File: src/hw/rtl/gbn_pkg.sv
`default_nettype none
package gbn_pkg;

   localparam int SEQ_W  = 16;

   typedef enum logic [1:0] {
      OP_BEGIN = 2'd0,
      OP_TICK  = 2'd1,
      OP_ACK   = 2'd2,
      OP_NONE  = 2'd3
   } op_type;

   typedef enum logic [1:0] {
      CSR_WINDOW  = 2'd0,
      CSR_TOTAL   = 2'd1,
      CSR_START   = 2'd2,
      CSR_TIMEOUT = 2'd3
   } csr_index_type;

   localparam logic [1:0] KIND_START = 2'd0;
   localparam logic [1:0] KIND_DATA  = 2'd1;
   localparam logic [1:0] KIND_END   = 2'd2;

   typedef enum logic [4:0] {
      PH_IDLE  = 5'b00001,
      PH_START = 5'b00010,
      PH_DATA  = 5'b00100,
      PH_END   = 5'b01000,
      PH_DONE  = 5'b10000
   } phase_type;

   typedef struct packed {
      logic [SEQ_W-1:0] a;
      logic [SEQ_W-1:0] b;
   } alu_req_type;

   typedef struct packed {
      logic [SEQ_W:0] sum;
      logic           lt;
   } alu_rsp_type;

endpackage
`default_nettype wire

File: src/hw/rtl/gbn_if.sv
`default_nettype none
interface gbn_req_if;
   logic        valid;
   logic        ready;
   logic [1:0]  operation;
   logic        ack_is_ack;
   logic [15:0] ack_sequence;

   modport source (output valid, operation, ack_is_ack, ack_sequence, input ready);
   modport sink   (input valid, operation, ack_is_ack, ack_sequence, output ready);
endinterface

interface gbn_rsp_if;
   logic        valid;
   logic        ready;
   logic [1:0]  packet_kind;
   logic [15:0] packet_sequence;
   logic        last_of_run;
   logic        transfer_done;

   modport source (output valid, packet_kind, packet_sequence, last_of_run,
                   transfer_done, input ready);
   modport sink   (input valid, packet_kind, packet_sequence, last_of_run,
                   transfer_done, output ready);
endinterface

interface gbn_csr_if;
   logic        valid;
   logic        ready;
   logic [1:0]  index;
   logic [15:0] data;

   modport source (output valid, index, data, input ready);
   modport sink   (input valid, index, data, output ready);
endinterface
`default_nettype wire

File: src/hw/rtl/go_back_n_sender_window_unit.sv
`default_nettype none
// An accepted request is decoded first. Begin then goes to SEND for its START request;
// tick to TICK and, on timeout, to SEND or a refill; ack to SEND, to a refill, or through
// ACK_CLAMP, ACK_BASE and ACK_DRAIN, which may go on to a refill. A refill runs WIN (or
// SEND for END), LIMIT, CLAMP, then FILL: one DATA request per cycle while rsp is taken.
// A new input request is taken only in IDLE; each step uses the single shared unit.
// Reset (synchronous, active high): phase idle, counters zero, CSR registers to defaults.
module go_back_n_sender_window_unit #(
   parameter int MAX_WINDOW = 32
) (
   input  wire       clock,
   input  wire       reset,
   gbn_req_if.sink   req,
   gbn_rsp_if.source rsp,
   gbn_csr_if.sink   csr
);

   localparam int WIN_W = $clog2(MAX_WINDOW + 1) > 6 ? $clog2(MAX_WINDOW + 1) : 6;
   localparam logic [WIN_W-1:0] WIN_MAX = WIN_W'(MAX_WINDOW);

   typedef enum logic [10:0] {
      S_IDLE      = 11'b00000000001,
      S_DECODE    = 11'b00000000010,
      S_TICK      = 11'b00000000100,
      S_ACK_CLAMP = 11'b00000001000,
      S_ACK_BASE  = 11'b00000010000,
      S_ACK_DRAIN = 11'b00000100000,
      S_WIN       = 11'b00001000000,
      S_LIMIT     = 11'b00010000000,
      S_CLAMP     = 11'b00100000000,
      S_FILL      = 11'b01000000000,
      S_SEND      = 11'b10000000000
   } state_type;

   state_type state_ff, state_in;
   gbn_pkg::phase_type phase_ff, phase_in;

   logic [5:0]  window_ff;
   logic [15:0] total_ff;
   logic [13:0] start_seq_ff;
   logic [15:0] timeout_ff;

   logic [15:0] base_ff, base_in;
   logic [15:0] next_ff, next_in;
   logic [15:0] elapsed_ff, elapsed_in;
   logic [15:0] opnd_ff, opnd_in;

   logic [1:0]  op_ff;
   logic        is_ack_ff;
   logic [15:0] aseq_ff;

   logic [1:0]  pend_kind_ff, pend_kind_in;
   logic [15:0] pend_seq_ff, pend_seq_in;
   logic        pend_done_ff, pend_done_in;

   logic        rsp_valid_ff, rsp_valid_in;
   logic [1:0]  rsp_kind_ff, rsp_kind_in;
   logic [15:0] rsp_seq_ff, rsp_seq_in;
   logic        rsp_last_ff, rsp_last_in;
   logic        rsp_done_ff, rsp_done_in;

   gbn_pkg::alu_req_type alu_req;
   gbn_pkg::alu_rsp_type alu_rsp;

   logic [WIN_W-1:0] win_ext;
   logic [WIN_W-1:0] eff_win;
   logic [15:0]      start_seq16;
   logic             slot_free;
   logic             match;
   logic             accept;
   logic [16:0]      next_inc;

   gbn_alu u_alu (
      .alu_req (alu_req),
      .alu_rsp (alu_rsp)
   );

   assign start_seq16 = {2'b00, start_seq_ff};
   assign win_ext     = WIN_W'(window_ff);
   assign eff_win     = (window_ff == 6'd0) ? WIN_W'(1) :
                        (win_ext > WIN_MAX) ? WIN_MAX : win_ext;
   assign slot_free   = !rsp_valid_ff || rsp.ready;
   assign match       = is_ack_ff && (aseq_ff == start_seq16);
   assign next_inc    = {1'b0, next_ff} + 17'd1;
   assign req.ready   = (state_ff == S_IDLE);
   assign accept      = req.valid && req.ready;
   assign csr.ready   = 1'b1;

   assign rsp.valid           = rsp_valid_ff;
   assign rsp.packet_kind     = rsp_kind_ff;
   assign rsp.packet_sequence = rsp_seq_ff;
   assign rsp.last_of_run     = rsp_last_ff;
   assign rsp.transfer_done   = rsp_done_ff;

   // operand select for the shared unit
   always_comb begin
      alu_req.a = 16'd0;
      alu_req.b = 16'd0;
      case (state_ff)
         S_DECODE: begin
            alu_req.a = elapsed_ff;
            alu_req.b = 16'd1;
         end
         S_TICK: begin
            alu_req.a = elapsed_ff;
            alu_req.b = timeout_ff;
         end
         S_ACK_CLAMP: begin
            alu_req.a = aseq_ff;
            alu_req.b = next_ff;
         end
         S_ACK_BASE: begin
            alu_req.a = base_ff;
            alu_req.b = opnd_ff;
         end
         S_ACK_DRAIN: begin
            alu_req.a = base_ff;
            alu_req.b = next_ff;
         end
         S_WIN: begin
            alu_req.a = base_ff;
            alu_req.b = total_ff;
         end
         S_LIMIT: begin
            alu_req.a = base_ff;
            alu_req.b = 16'(eff_win);
         end
         S_CLAMP: begin
            alu_req.a = total_ff;
            alu_req.b = opnd_ff;
         end
         S_FILL: begin
            alu_req.a = next_ff;
            alu_req.b = opnd_ff;
         end
         default: begin
            alu_req.a = 16'd0;
            alu_req.b = 16'd0;
         end
      endcase
   end

   always_comb begin
      state_in     = state_ff;
      phase_in     = phase_ff;
      base_in      = base_ff;
      next_in      = next_ff;
      elapsed_in   = elapsed_ff;
      opnd_in      = opnd_ff;
      pend_kind_in = pend_kind_ff;
      pend_seq_in  = pend_seq_ff;
      pend_done_in = pend_done_ff;
      rsp_valid_in = rsp_valid_ff && !rsp.ready;
      rsp_kind_in  = rsp_kind_ff;
      rsp_seq_in   = rsp_seq_ff;
      rsp_last_in  = rsp_last_ff;
      rsp_done_in  = rsp_done_ff;

      case (state_ff)
         S_IDLE: begin
            if (accept) begin
               state_in = S_DECODE;
            end
         end
         S_DECODE: begin
            state_in     = S_IDLE;
            pend_done_in = 1'b0;
            pend_seq_in  = start_seq16;
            case (op_ff)
               gbn_pkg::OP_BEGIN: begin
                  phase_in     = gbn_pkg::PH_START;
                  base_in      = 16'd0;
                  next_in      = 16'd0;
                  elapsed_in   = 16'd0;
                  pend_kind_in = gbn_pkg::KIND_START;
                  state_in     = S_SEND;
               end
               gbn_pkg::OP_TICK: begin
                  if (phase_ff == gbn_pkg::PH_START || phase_ff == gbn_pkg::PH_DATA ||
                      phase_ff == gbn_pkg::PH_END) begin
                     // saturate at all ones
                     if (!alu_rsp.sum[16]) begin
                        elapsed_in = alu_rsp.sum[15:0];
                     end
                     state_in = S_TICK;
                  end
               end
               gbn_pkg::OP_ACK: begin
                  if (phase_ff == gbn_pkg::PH_START) begin
                     elapsed_in = 16'd0;
                     if (match) begin
                        phase_in = gbn_pkg::PH_DATA;
                        base_in  = 16'd0;
                        next_in  = 16'd0;
                        state_in = S_WIN;
                     end else begin
                        pend_kind_in = gbn_pkg::KIND_START;
                        state_in     = S_SEND;
                     end
                  end else if (phase_ff == gbn_pkg::PH_END) begin
                     elapsed_in = 16'd0;
                     if (match) begin
                        phase_in     = gbn_pkg::PH_DONE;
                        pend_kind_in = gbn_pkg::KIND_START;
                        pend_seq_in  = 16'd0;
                        pend_done_in = 1'b1;
                     end else begin
                        pend_kind_in = gbn_pkg::KIND_END;
                     end
                     state_in = S_SEND;
                  end else if (phase_ff == gbn_pkg::PH_DATA && is_ack_ff) begin
                     state_in = S_ACK_CLAMP;
                  end
               end
               default: begin
                  state_in = S_IDLE;
               end
            endcase
         end
         S_TICK: begin
            state_in = S_IDLE;
            if (!alu_rsp.lt) begin
               elapsed_in   = 16'd0;
               pend_seq_in  = start_seq16;
               pend_done_in = 1'b0;
               if (phase_ff == gbn_pkg::PH_START) begin
                  pend_kind_in = gbn_pkg::KIND_START;
                  state_in     = S_SEND;
               end else if (phase_ff == gbn_pkg::PH_END) begin
                  pend_kind_in = gbn_pkg::KIND_END;
                  state_in     = S_SEND;
               end else begin
                  // rewind and resend the window
                  next_in  = base_ff;
                  state_in = S_WIN;
               end
            end
         end
         S_ACK_CLAMP: begin
            opnd_in  = alu_rsp.lt ? aseq_ff : next_ff;
            state_in = S_ACK_BASE;
         end
         S_ACK_BASE: begin
            if (alu_rsp.lt) begin
               base_in    = opnd_ff;
               elapsed_in = 16'd0;
            end
            state_in = S_ACK_DRAIN;
         end
         S_ACK_DRAIN: begin
            if (alu_rsp.lt) begin
               state_in = S_IDLE;
            end else begin
               elapsed_in = 16'd0;
               state_in   = S_WIN;
            end
         end
         S_WIN: begin
            if (alu_rsp.lt) begin
               state_in = S_LIMIT;
            end else begin
               phase_in     = gbn_pkg::PH_END;
               pend_kind_in = gbn_pkg::KIND_END;
               pend_seq_in  = start_seq16;
               pend_done_in = 1'b0;
               state_in     = S_SEND;
            end
         end
         S_LIMIT: begin
            // base < total, so the sum fits in 16 bits once clamped
            opnd_in  = alu_rsp.sum[16] ? 16'hFFFF : alu_rsp.sum[15:0];
            state_in = S_CLAMP;
         end
         S_CLAMP: begin
            if (alu_rsp.lt) begin
               opnd_in = total_ff;
            end
            state_in = S_FILL;
         end
         S_FILL: begin
            if (!alu_rsp.lt) begin
               state_in = S_IDLE;
            end else if (slot_free) begin
               rsp_valid_in = 1'b1;
               rsp_kind_in  = gbn_pkg::KIND_DATA;
               rsp_seq_in   = next_ff;
               rsp_last_in  = (next_inc == {1'b0, opnd_ff});
               rsp_done_in  = 1'b0;
               next_in      = next_inc[15:0];
               if (next_inc == {1'b0, opnd_ff}) begin
                  state_in = S_IDLE;
               end
            end
         end
         S_SEND: begin
            if (slot_free) begin
               rsp_valid_in = 1'b1;
               rsp_kind_in  = pend_kind_ff;
               rsp_seq_in   = pend_seq_ff;
               rsp_last_in  = 1'b1;
               rsp_done_in  = pend_done_ff;
               state_in     = S_IDLE;
            end
         end
         default: begin
            state_in = S_IDLE;
         end
      endcase
   end

   always_ff @(posedge clock) begin
      if (reset) begin
         state_ff     <= S_IDLE;
         phase_ff     <= gbn_pkg::PH_IDLE;
         base_ff      <= 16'd0;
         next_ff      <= 16'd0;
         elapsed_ff   <= 16'd0;
         rsp_valid_ff <= 1'b0;
         window_ff    <= 6'd4;
         total_ff     <= 16'd0;
         start_seq_ff <= 14'd0;
         timeout_ff   <= 16'd500;
      end else begin
         state_ff     <= state_in;
         phase_ff     <= phase_in;
         base_ff      <= base_in;
         next_ff      <= next_in;
         elapsed_ff   <= elapsed_in;
         rsp_valid_ff <= rsp_valid_in;
         if (csr.valid && csr.ready) begin
            case (csr.index)
               gbn_pkg::CSR_WINDOW:  window_ff    <= csr.data[5:0];
               gbn_pkg::CSR_TOTAL:   total_ff     <= csr.data;
               gbn_pkg::CSR_START:   start_seq_ff <= csr.data[13:0];
               gbn_pkg::CSR_TIMEOUT: timeout_ff   <= csr.data;
               default: begin
               end
            endcase
         end
      end
   end

   // payload registers
   always_ff @(posedge clock) begin
      opnd_ff      <= opnd_in;
      pend_kind_ff <= pend_kind_in;
      pend_seq_ff  <= pend_seq_in;
      pend_done_ff <= pend_done_in;
      rsp_kind_ff  <= rsp_kind_in;
      rsp_seq_ff   <= rsp_seq_in;
      rsp_last_ff  <= rsp_last_in;
      rsp_done_ff  <= rsp_done_in;
      if (accept) begin
         op_ff     <= req.operation;
         is_ack_ff <= req.ack_is_ack;
         aseq_ff   <= req.ack_sequence;
      end
   end

endmodule
`default_nettype wire

File: src/hw/rtl/gbn_alu.sv
`default_nettype none
module gbn_alu (
   input  wire gbn_pkg::alu_req_type alu_req,
   output gbn_pkg::alu_rsp_type      alu_rsp
);

   always_comb begin
      alu_rsp.sum = {1'b0, alu_req.a} + {1'b0, alu_req.b};
      alu_rsp.lt  = (alu_req.a < alu_req.b);
   end

endmodule
`default_nettype wire
File: src/flat_wrapper.sv
// flat-port wrapper written by rule: the top's interface ports become plain ports
module go_back_n_sender_window_unit_flat 
#(
   parameter int MAX_WINDOW = 32
)
  (clock, reset, req_valid, req_operation, req_ack_is_ack, req_ack_sequence, req_ready, rsp_valid, rsp_packet_kind, rsp_packet_sequence, rsp_last_of_run, rsp_transfer_done, rsp_ready, csr_valid, csr_index, csr_data, csr_ready);
  gbn_req_if req_i ();
  gbn_rsp_if rsp_i ();
  gbn_csr_if csr_i ();
  input  wire clock;
  input  wire reset;
  input wire logic [$bits(req_i.valid)-1:0] req_valid;
  input wire logic [$bits(req_i.operation)-1:0] req_operation;
  input wire logic [$bits(req_i.ack_is_ack)-1:0] req_ack_is_ack;
  input wire logic [$bits(req_i.ack_sequence)-1:0] req_ack_sequence;
  output wire logic [$bits(req_i.ready)-1:0] req_ready;
  output wire logic [$bits(rsp_i.valid)-1:0] rsp_valid;
  output wire logic [$bits(rsp_i.packet_kind)-1:0] rsp_packet_kind;
  output wire logic [$bits(rsp_i.packet_sequence)-1:0] rsp_packet_sequence;
  output wire logic [$bits(rsp_i.last_of_run)-1:0] rsp_last_of_run;
  output wire logic [$bits(rsp_i.transfer_done)-1:0] rsp_transfer_done;
  input wire logic [$bits(rsp_i.ready)-1:0] rsp_ready;
  input wire logic [$bits(csr_i.valid)-1:0] csr_valid;
  input wire logic [$bits(csr_i.index)-1:0] csr_index;
  input wire logic [$bits(csr_i.data)-1:0] csr_data;
  output wire logic [$bits(csr_i.ready)-1:0] csr_ready;
  assign req_i.valid = req_valid;
  assign req_i.operation = req_operation;
  assign req_i.ack_is_ack = req_ack_is_ack;
  assign req_i.ack_sequence = req_ack_sequence;
  assign req_ready = req_i.ready;
  assign rsp_valid = rsp_i.valid;
  assign rsp_packet_kind = rsp_i.packet_kind;
  assign rsp_packet_sequence = rsp_i.packet_sequence;
  assign rsp_last_of_run = rsp_i.last_of_run;
  assign rsp_transfer_done = rsp_i.transfer_done;
  assign rsp_i.ready = rsp_ready;
  assign csr_i.valid = csr_valid;
  assign csr_i.index = csr_index;
  assign csr_i.data = csr_data;
  assign csr_ready = csr_i.ready;
  go_back_n_sender_window_unit #(.MAX_WINDOW(MAX_WINDOW)) u_core (.clock(clock), .reset(reset), .req(req_i), .rsp(rsp_i), .csr(csr_i));
endmodule
File: config.mk
export PLATFORM = sky130hd
export DESIGN_NAME = go_back_n_sender_window_unit_flat
export DESIGN_NICKNAME = d
export VERILOG_FILES = /design/src/hw/rtl/gbn_pkg.sv /design/src/hw/rtl/gbn_if.sv /design/src/hw/rtl/go_back_n_sender_window_unit.sv /design/src/hw/rtl/gbn_alu.sv /design/src/flat_wrapper.sv
export SDC_FILE = /design/constraint.sdc
export NUM_CORES = 1
export LEC_CHECK = 0
export ABC_AREA = 1
export BUFFER_PORTS_ARGS = -buffer_cell sky130_fd_sc_hd__buf_4
export CELL_PAD_IN_SITES_DETAIL_PLACEMENT = 1
export CELL_PAD_IN_SITES_GLOBAL_PLACEMENT = 1
export CORE_UTILIZATION = 40
export DETAILED_ROUTE_END_ITERATION = 8
export PLACE_DENSITY = 0.82
export SETUP_SLACK_MARGIN = 0.02
export SYNTH_ARGS = -nofsm -noshare
export SYNTH_HDL_FRONTEND = slang
export SYNTH_SLANG_ARGS = --single-unit
File: constraint.sdc
create_clock -name clock -period 4.2 [get_ports clock]
set_input_delay 0.42 -clock clock [delete_from_list [all_inputs] [get_ports clock]]
set_output_delay 0.42 -clock clock [all_outputs]
set_load 0.01 [all_outputs]
Word level (Yosys, flattened, before mapping):

Index checks and enable logic that the tools add are counted.

* reduce and logical (&&, ||, !) cells: 35
* eq/ne operators: 44
* add/subtract/negate cells: 2
* magnitude comparators: 2
* multiplexer cells: 91

Operator list (count)
* 16-bit two-way mux: 24
* 32-bit case mux with 9 select lines: 1
* 16-bit case mux with 3 select lines: 4
* 11-bit two-way mux: 12
* 16-bit case mux with 2 select lines: 4
* 11-bit case mux with 11 select lines: 1
* 11-bit case mux with 3 select lines: 1
* 5-bit two-way mux: 5
* 2-bit two-way mux: 11
* 5-bit case mux with 2 select lines: 2
* 16-bit by 1-bit adder with 17-bit output, second input constant: 1
* 16-bit by 16-bit adder with 17-bit output: 1
* 17-bit by 16-bit == test with 1-bit output: 1
* 16-bit by 14-bit == test with 1-bit output: 1
* 16-bit less-than comparator: 1
* 14-bit two-way mux: 1
* 2-bit != test, second input constant: 7
* 7-bit AND reduction: 2
* 1-bit two-way mux: 13
* 6-bit two-way mux: 2
* 3-bit by 2-bit != test with 1-bit output, second input constant: 4
* 2-bit AND reduction: 6
* 3-bit nonzero test: 4
* 11-bit by 1-bit == test with 1-bit output, second input constant: 1
* other kinds (38): 64

* output and inout port bits: 23
* logic and storage cells: 195
* register bits after elaboration: 191

Longest topological paths before layout:

* depth in word-level cells: 9
* depth in mapped cells: 29

Modules after synthesis:

From an unflattened synthesis, not the netlist that was laid out.

* cell total of the unflattened synthesis: 1568
* area total of the unflattened synthesis: 11233.3 µm²

By module, submodules not included
* go_back_n_sender_window_unit: cells each 1328, area an instance 9864.5 µm², sequential area each 4474.3 µm², times used 1
* gbn_alu: cells each 240, area an instance 1368.8 µm², sequential area each 0.0 µm², times used 1

Worst setup path after synthesis:

No wires, ideal clock.

* kind: register to register
* start point: register u_core.state_ff[9]
* end point: register u_core.rsp_last_ff (netlist: u_core.rsp.last_of_run), enable pin
* path buffers: 3
* path slack: 0.024 ns
* data arrival time: 3.772 ns
* period minus slack after synthesis: 4.176 ns
* cell stages (with the launch flop): 21
* path through: dfxtp_1 > inv_2 > nand3_4 > nor2_4 > nand2_4 > inv_2 > nor2_2 > clkinv_1 > clkbuf_1 > a22oi_1 > o2111ai_1 > ha_1 > a21oi_1 > o21ai_0 > nand2_1 > nand2_1 > nand2_1 > nand2_1 > buf_6 > clkbuf_1 > a21oi_1

* cells in the longest elaborated chain, start to end: 5

Ends and longest elaborated chain
* from (decl): line go_back_n_sender_window_unit.sv:35 `state_type state_ff, state_in;`
* from (signal assigned): line go_back_n_sender_window_unit.sv:324 `state_ff <= state_in;`
* 11-bit by 10-bit == test with 1-bit output (tied with other cells): line go_back_n_sender_window_unit.sv:99, go_back_n_sender_window_unit.sv:159
* 32-bit case mux with 9 select lines: line go_back_n_sender_window_unit.sv:99 `case (state_ff)`
* 16-bit less-than comparator: line gbn_alu.sv:9 `alu_rsp.lt = (alu_req.a < alu_req.b);`
* 2-bit by 1-bit != test with 1-bit output (no source line)
* 4-bit AND reduction (no source line) (*)
* to (signal assigned): line go_back_n_sender_window_unit.sv:351 `rsp_last_ff <= rsp_last_in;`
* to (decl): line go_back_n_sender_window_unit.sv:59 `logic rsp_last_ff, rsp_last_in;`

Every way passes the cells marked *; elsewhere a longest branch is shown, timed or not.
A chain may end at the register's enable or synchronous reset.

Worst setup path after layout:

* start point: register u_core.state_ff[3]
* end point: register u_core.pend_seq_ff[8], enable pin

* cells in the longest elaborated chain, start to end: 5

Ends and longest elaborated chain
* 11-bit by 10-bit == test with 1-bit output (tied with other cells): line go_back_n_sender_window_unit.sv:99
* 32-bit case mux with 9 select lines: line go_back_n_sender_window_unit.sv:99
* 16-bit less-than comparator: line gbn_alu.sv:9
* 2-bit != test (no source line)
* 2-bit AND reduction (no source line) (*)
* to (signal assigned): line go_back_n_sender_window_unit.sv:347 `pend_seq_ff <= pend_seq_in;`
* to (decl): line go_back_n_sender_window_unit.sv:53 `logic [15:0] pend_seq_ff, pend_seq_in;`

Marks and branches as above.

==> run metrics <==
CTS tree done; DIE WIDTH 169 um; Setup violations, final 0; DP Wirelength 33300 um; Top FF cell, synth dfxtp_1; Largest stage delay, worst path 390 ps; yosys warns 0; Cell Area, Synth 11100 sq um; Die Span Y 169 um; Hold-fix buffers, CTS 0; critical path class reg -> reg; xor/xnor cell area share of the yosys netlist 2.10%; crit-path leading delay family simple AND/OR/NAND/NOR gates; synth unique cells 59; syn_nets 1607; main combinational cell family by area after synthesis simple AND/OR/NAND/NOR gates; fin util 47.9%; share of flip-flops with an asynchronous set or reset 0%; clk_skew 15.0 ps; synthesis-stage register bit count 188; Tightest Pin Transition 1110 ps; mux cell area share after synthesis 0%; met3 WL 2800 um; fmax 250 MHz; leakage power 5.83 nW; simple-gate portion of the synthesized area 25.5%; CTS H-tree depth 4; Die Footprint 28500 sq um; vias 11400; starting density of the core 41.1%; vias in the first global route 11800; DRT Pass-1 Iters 5; startpoint class of the critical path flip-flop; DR WL/cell 22.0 um; CP dominant cell by count nand2_1; layout cell share with drive strength beyond 1 13.3%; status finished clean; mean post-synth cell area 7.27 sq um; Slew Viols, Final 0; CP Data Required Time 4370 ps; Layout Nets 1681; global-route wire length before repair 66600 um; CTS sink cnt 188; total CTS buffers 17; total wire length 43800 um; cell area power density 393 nW/um^2; normalized max-slew margin 25.5%; max-cap viol count 0; Max Root-Sink Buffers 2; clock-pin slew on the worst setup and hold paths 80 ps; largest net degree at the start of global routing 66; worst path bufs/invs 9; Critical Path Slowest Stage Cell dfxtp_1; area of the core 27100 sq um; compound-cell area share of the yosys netlist 18.5%; IO Count 65; register area share after synthesis 40.2%; Initial DRC Count 1036; Final Hold Slack 132 ps; Antenna Nets Post-Route 0; DRT met1 WL 17300 um; clock latency on the worst-skew pair 460 ps; fin crit share 95.2%; root buf cell clkbuf_16; GPL Wtd Cong 0.971; area delta synth->final 16.6%; crit path capture type flip-flop; row count 60; Adder-Cell Fraction of Synth Area 3.89%; Crit Path Max Fanout 15; initial antenna violation count 0; Final Hold Vio Count 0; final std cells w/o fill 1990; number of synthesized flops with an enable pin 71; WL met2 21200 um; Period minus WS final 4000 ps; Vias/cell 5.75; worst vdd ir 0.320 mV; Hold/Removal Path Class in -> reg; synthesized instance count 1531; grt total ovfl 0; Antenna diodes 0; Top Layer Used met4; gr usage total 31.0%; worst path cell trace nor2_1 -> nand3_1 -> inv_1 -> nand2_4 -> inv_2 -> nor2_2 -> clkinv_1 -> buf_4 -> buf_4 -> a22oi_1 -> o2111ai_1 -> ha_4 -> inv_1 -> nor3_1 -> nand2_1 -> nand2_1 -> nand2_1 -> nand2_2 -> inv_2 -> nand2_1 -> o211ai_1 -> inv_1 -> buf_12; I/O Buffers 63; Worst Path Arrival 4170 ps; placed cells 1953; DR DRC count 0
synthesized netlist by cell type, types with 24 or more instances:
cell type / n / share of area, %
clkbuf_1: 31 / 1.0
a21oi_1: 113 / 5.1
nand3_1: 70 / 3.1
inv_1: 193 / 6.5
ha_1: 33 / 3.7
o21ai_0: 143 / 6.4
o22ai_1: 24 / 1.3
nand2_1: 303 / 10
nor2_1: 200 / 6.7
edfxtp_1: 71 / 19
dfxtp_1: 117 / 21
nor3_1: 24 / 1.1
power breakdown:
part / switching, W / internal (W) / leakage (nW)
Sequential: 0.000140 / 0.00208 / 1.61
Clock: 0.000826 / 0.000878 / 0.295
Combinational: 0.000789 / 0.000388 / 3.92
Total: 0.00176 / 0.00335 / 5.83
through the flow:
stage | setup TNS, ps | instance area (sq um) | power (W) | worst slack [ps]
5_1_grt | -958 | 13000 | 0.00530 | -71.7
2_1_floorplan | 0 | 11100 | 0.00295 | 24.0
4_1_cts | 0 | 12900 | 0.00508 | 152
3_5_place_dp | 0 | 12300 | 0.00339 | 31.1
3_3_place_gp | 0 | 12300 | 0.00333 | 254
6_report | 0 | 13000 | 0.00511 | 201
cell usage in the layout, fill, tap and decap left out, types with 5 or more instances in the layout:
| master | instances |
|---|---|
| a21oi_1 | 112 |
| a221oi_1 | 7 |
| a22oi_1 | 10 |
| and2_1 | 5 |
| buf_12 | 10 |
| buf_4 | 104 |
| clkbuf_16 | 18 |
| dfxtp_1 | 117 |
| edfxtp_1 | 71 |
| ha_1 | 30 |
| inv_1 | 192 |
| inv_2 | 12 |
| nand2_1 | 300 |
| nand2_2 | 7 |
| nand3_1 | 69 |
| nand4_1 | 14 |
| nor2_1 | 198 |
| nor2_2 | 8 |
| nor3_1 | 20 |
| nor3_2 | 6 |
| o2111ai_1 | 9 |
| o211ai_1 | 11 |
| o21ai_0 | 141 |
| o21ai_1 | 14 |
| o221ai_1 | 5 |
| o22ai_1 | 24 |
| xor2_1 | 20 |
per-layer routing:
layer | track usage (%) | up-vias
li1 | - | 5217
met1 | 37.1 | 5565
met2 | 53.1 | 491
met3 | 5.19 | 162
met4 | 16.8 | 0
met5 | 0 | -
registers in the layout, summed over array words and instances, names as in the netlist, 6 cells and up:
| register | cells |
|---|---|
| u_core.next_ff | 16 |
| u_core.start_seq_ff | 14 |
| u_core.win_ext | 6 |
| u_core.elapsed_ff | 16 |
| u_core.rsp.packet_sequence | 16 |
| u_core.pend_seq_ff | 14 |
| u_core.aseq_ff | 16 |
| u_core.timeout_ff | 16 |
| u_core.state_ff | 11 |
| u_core.total_ff | 16 |
| u_core.base_ff | 16 |
| u_core.opnd_ff | 16 |
cell type report:
class / instances / area, sq um
clock buffers: 18 / 450
clock inverters: 14 / 150
fillers: 3451 / 14100
inverters: 212 / 810
multi-input cells: 1072 / 5650
flip-flops and latches: 188 / 4470
well taps: 372 / 465
repair buffers: 114 / 981
path summary, 6_finish.rpt:
path	startpoint	to	slack [ps]	cells after the start
setup reg to reg	u_core.state_ff[3]$_SDFFE_PP0P_	u_core.pend_seq_ff[8]$_DFFE_PP_	200	23
hold reg to reg	u_core.timeout_ff[13]$_SDFFE_PP0P_	u_core.timeout_ff[13]$_SDFFE_PP0P_	480	2
hold / removal	req_ack_sequence[1]	u_core.aseq_ff[1]$_DFFE_PP_	130	1
setup / recovery	u_core.state_ff[3]$_SDFFE_PP0P_	u_core.pend_seq_ff[8]$_DFFE_PP_	200	23
worst reg2reg max path: cells and delay by family, from the launching register on:
| kind | cells | cell delay, ps |
|---|---|---|
| DFF | 1 | 390 |
| AOI/OAI and AO/OA | 3 | 670 |
| and+or+nand+nor | 10 | 1160 |
| adders and majority gates | 1 | 390 |
| buffers and inverters | 9 | 1080 |
what timing repair did:
action                                  CTS  global route
buffers inserted                          0             5
gates resized for setup                   1            18
pin swaps                                 0             6
endpoints found under the setup margin    4            61
cell families (layout without fill, tap and decap cells):
family                     count (synthesis)  count (layout)
AOI/OAI and AO/OA                        359             359
xor gates and xnor gates                  25              25
adders and majority gates                 34              34
buffers and inverters                    271             358
DFF                                      188             188
other                                      1               1
and+or+nand+nor                          653             653
(Power assumes the default switching activity.)
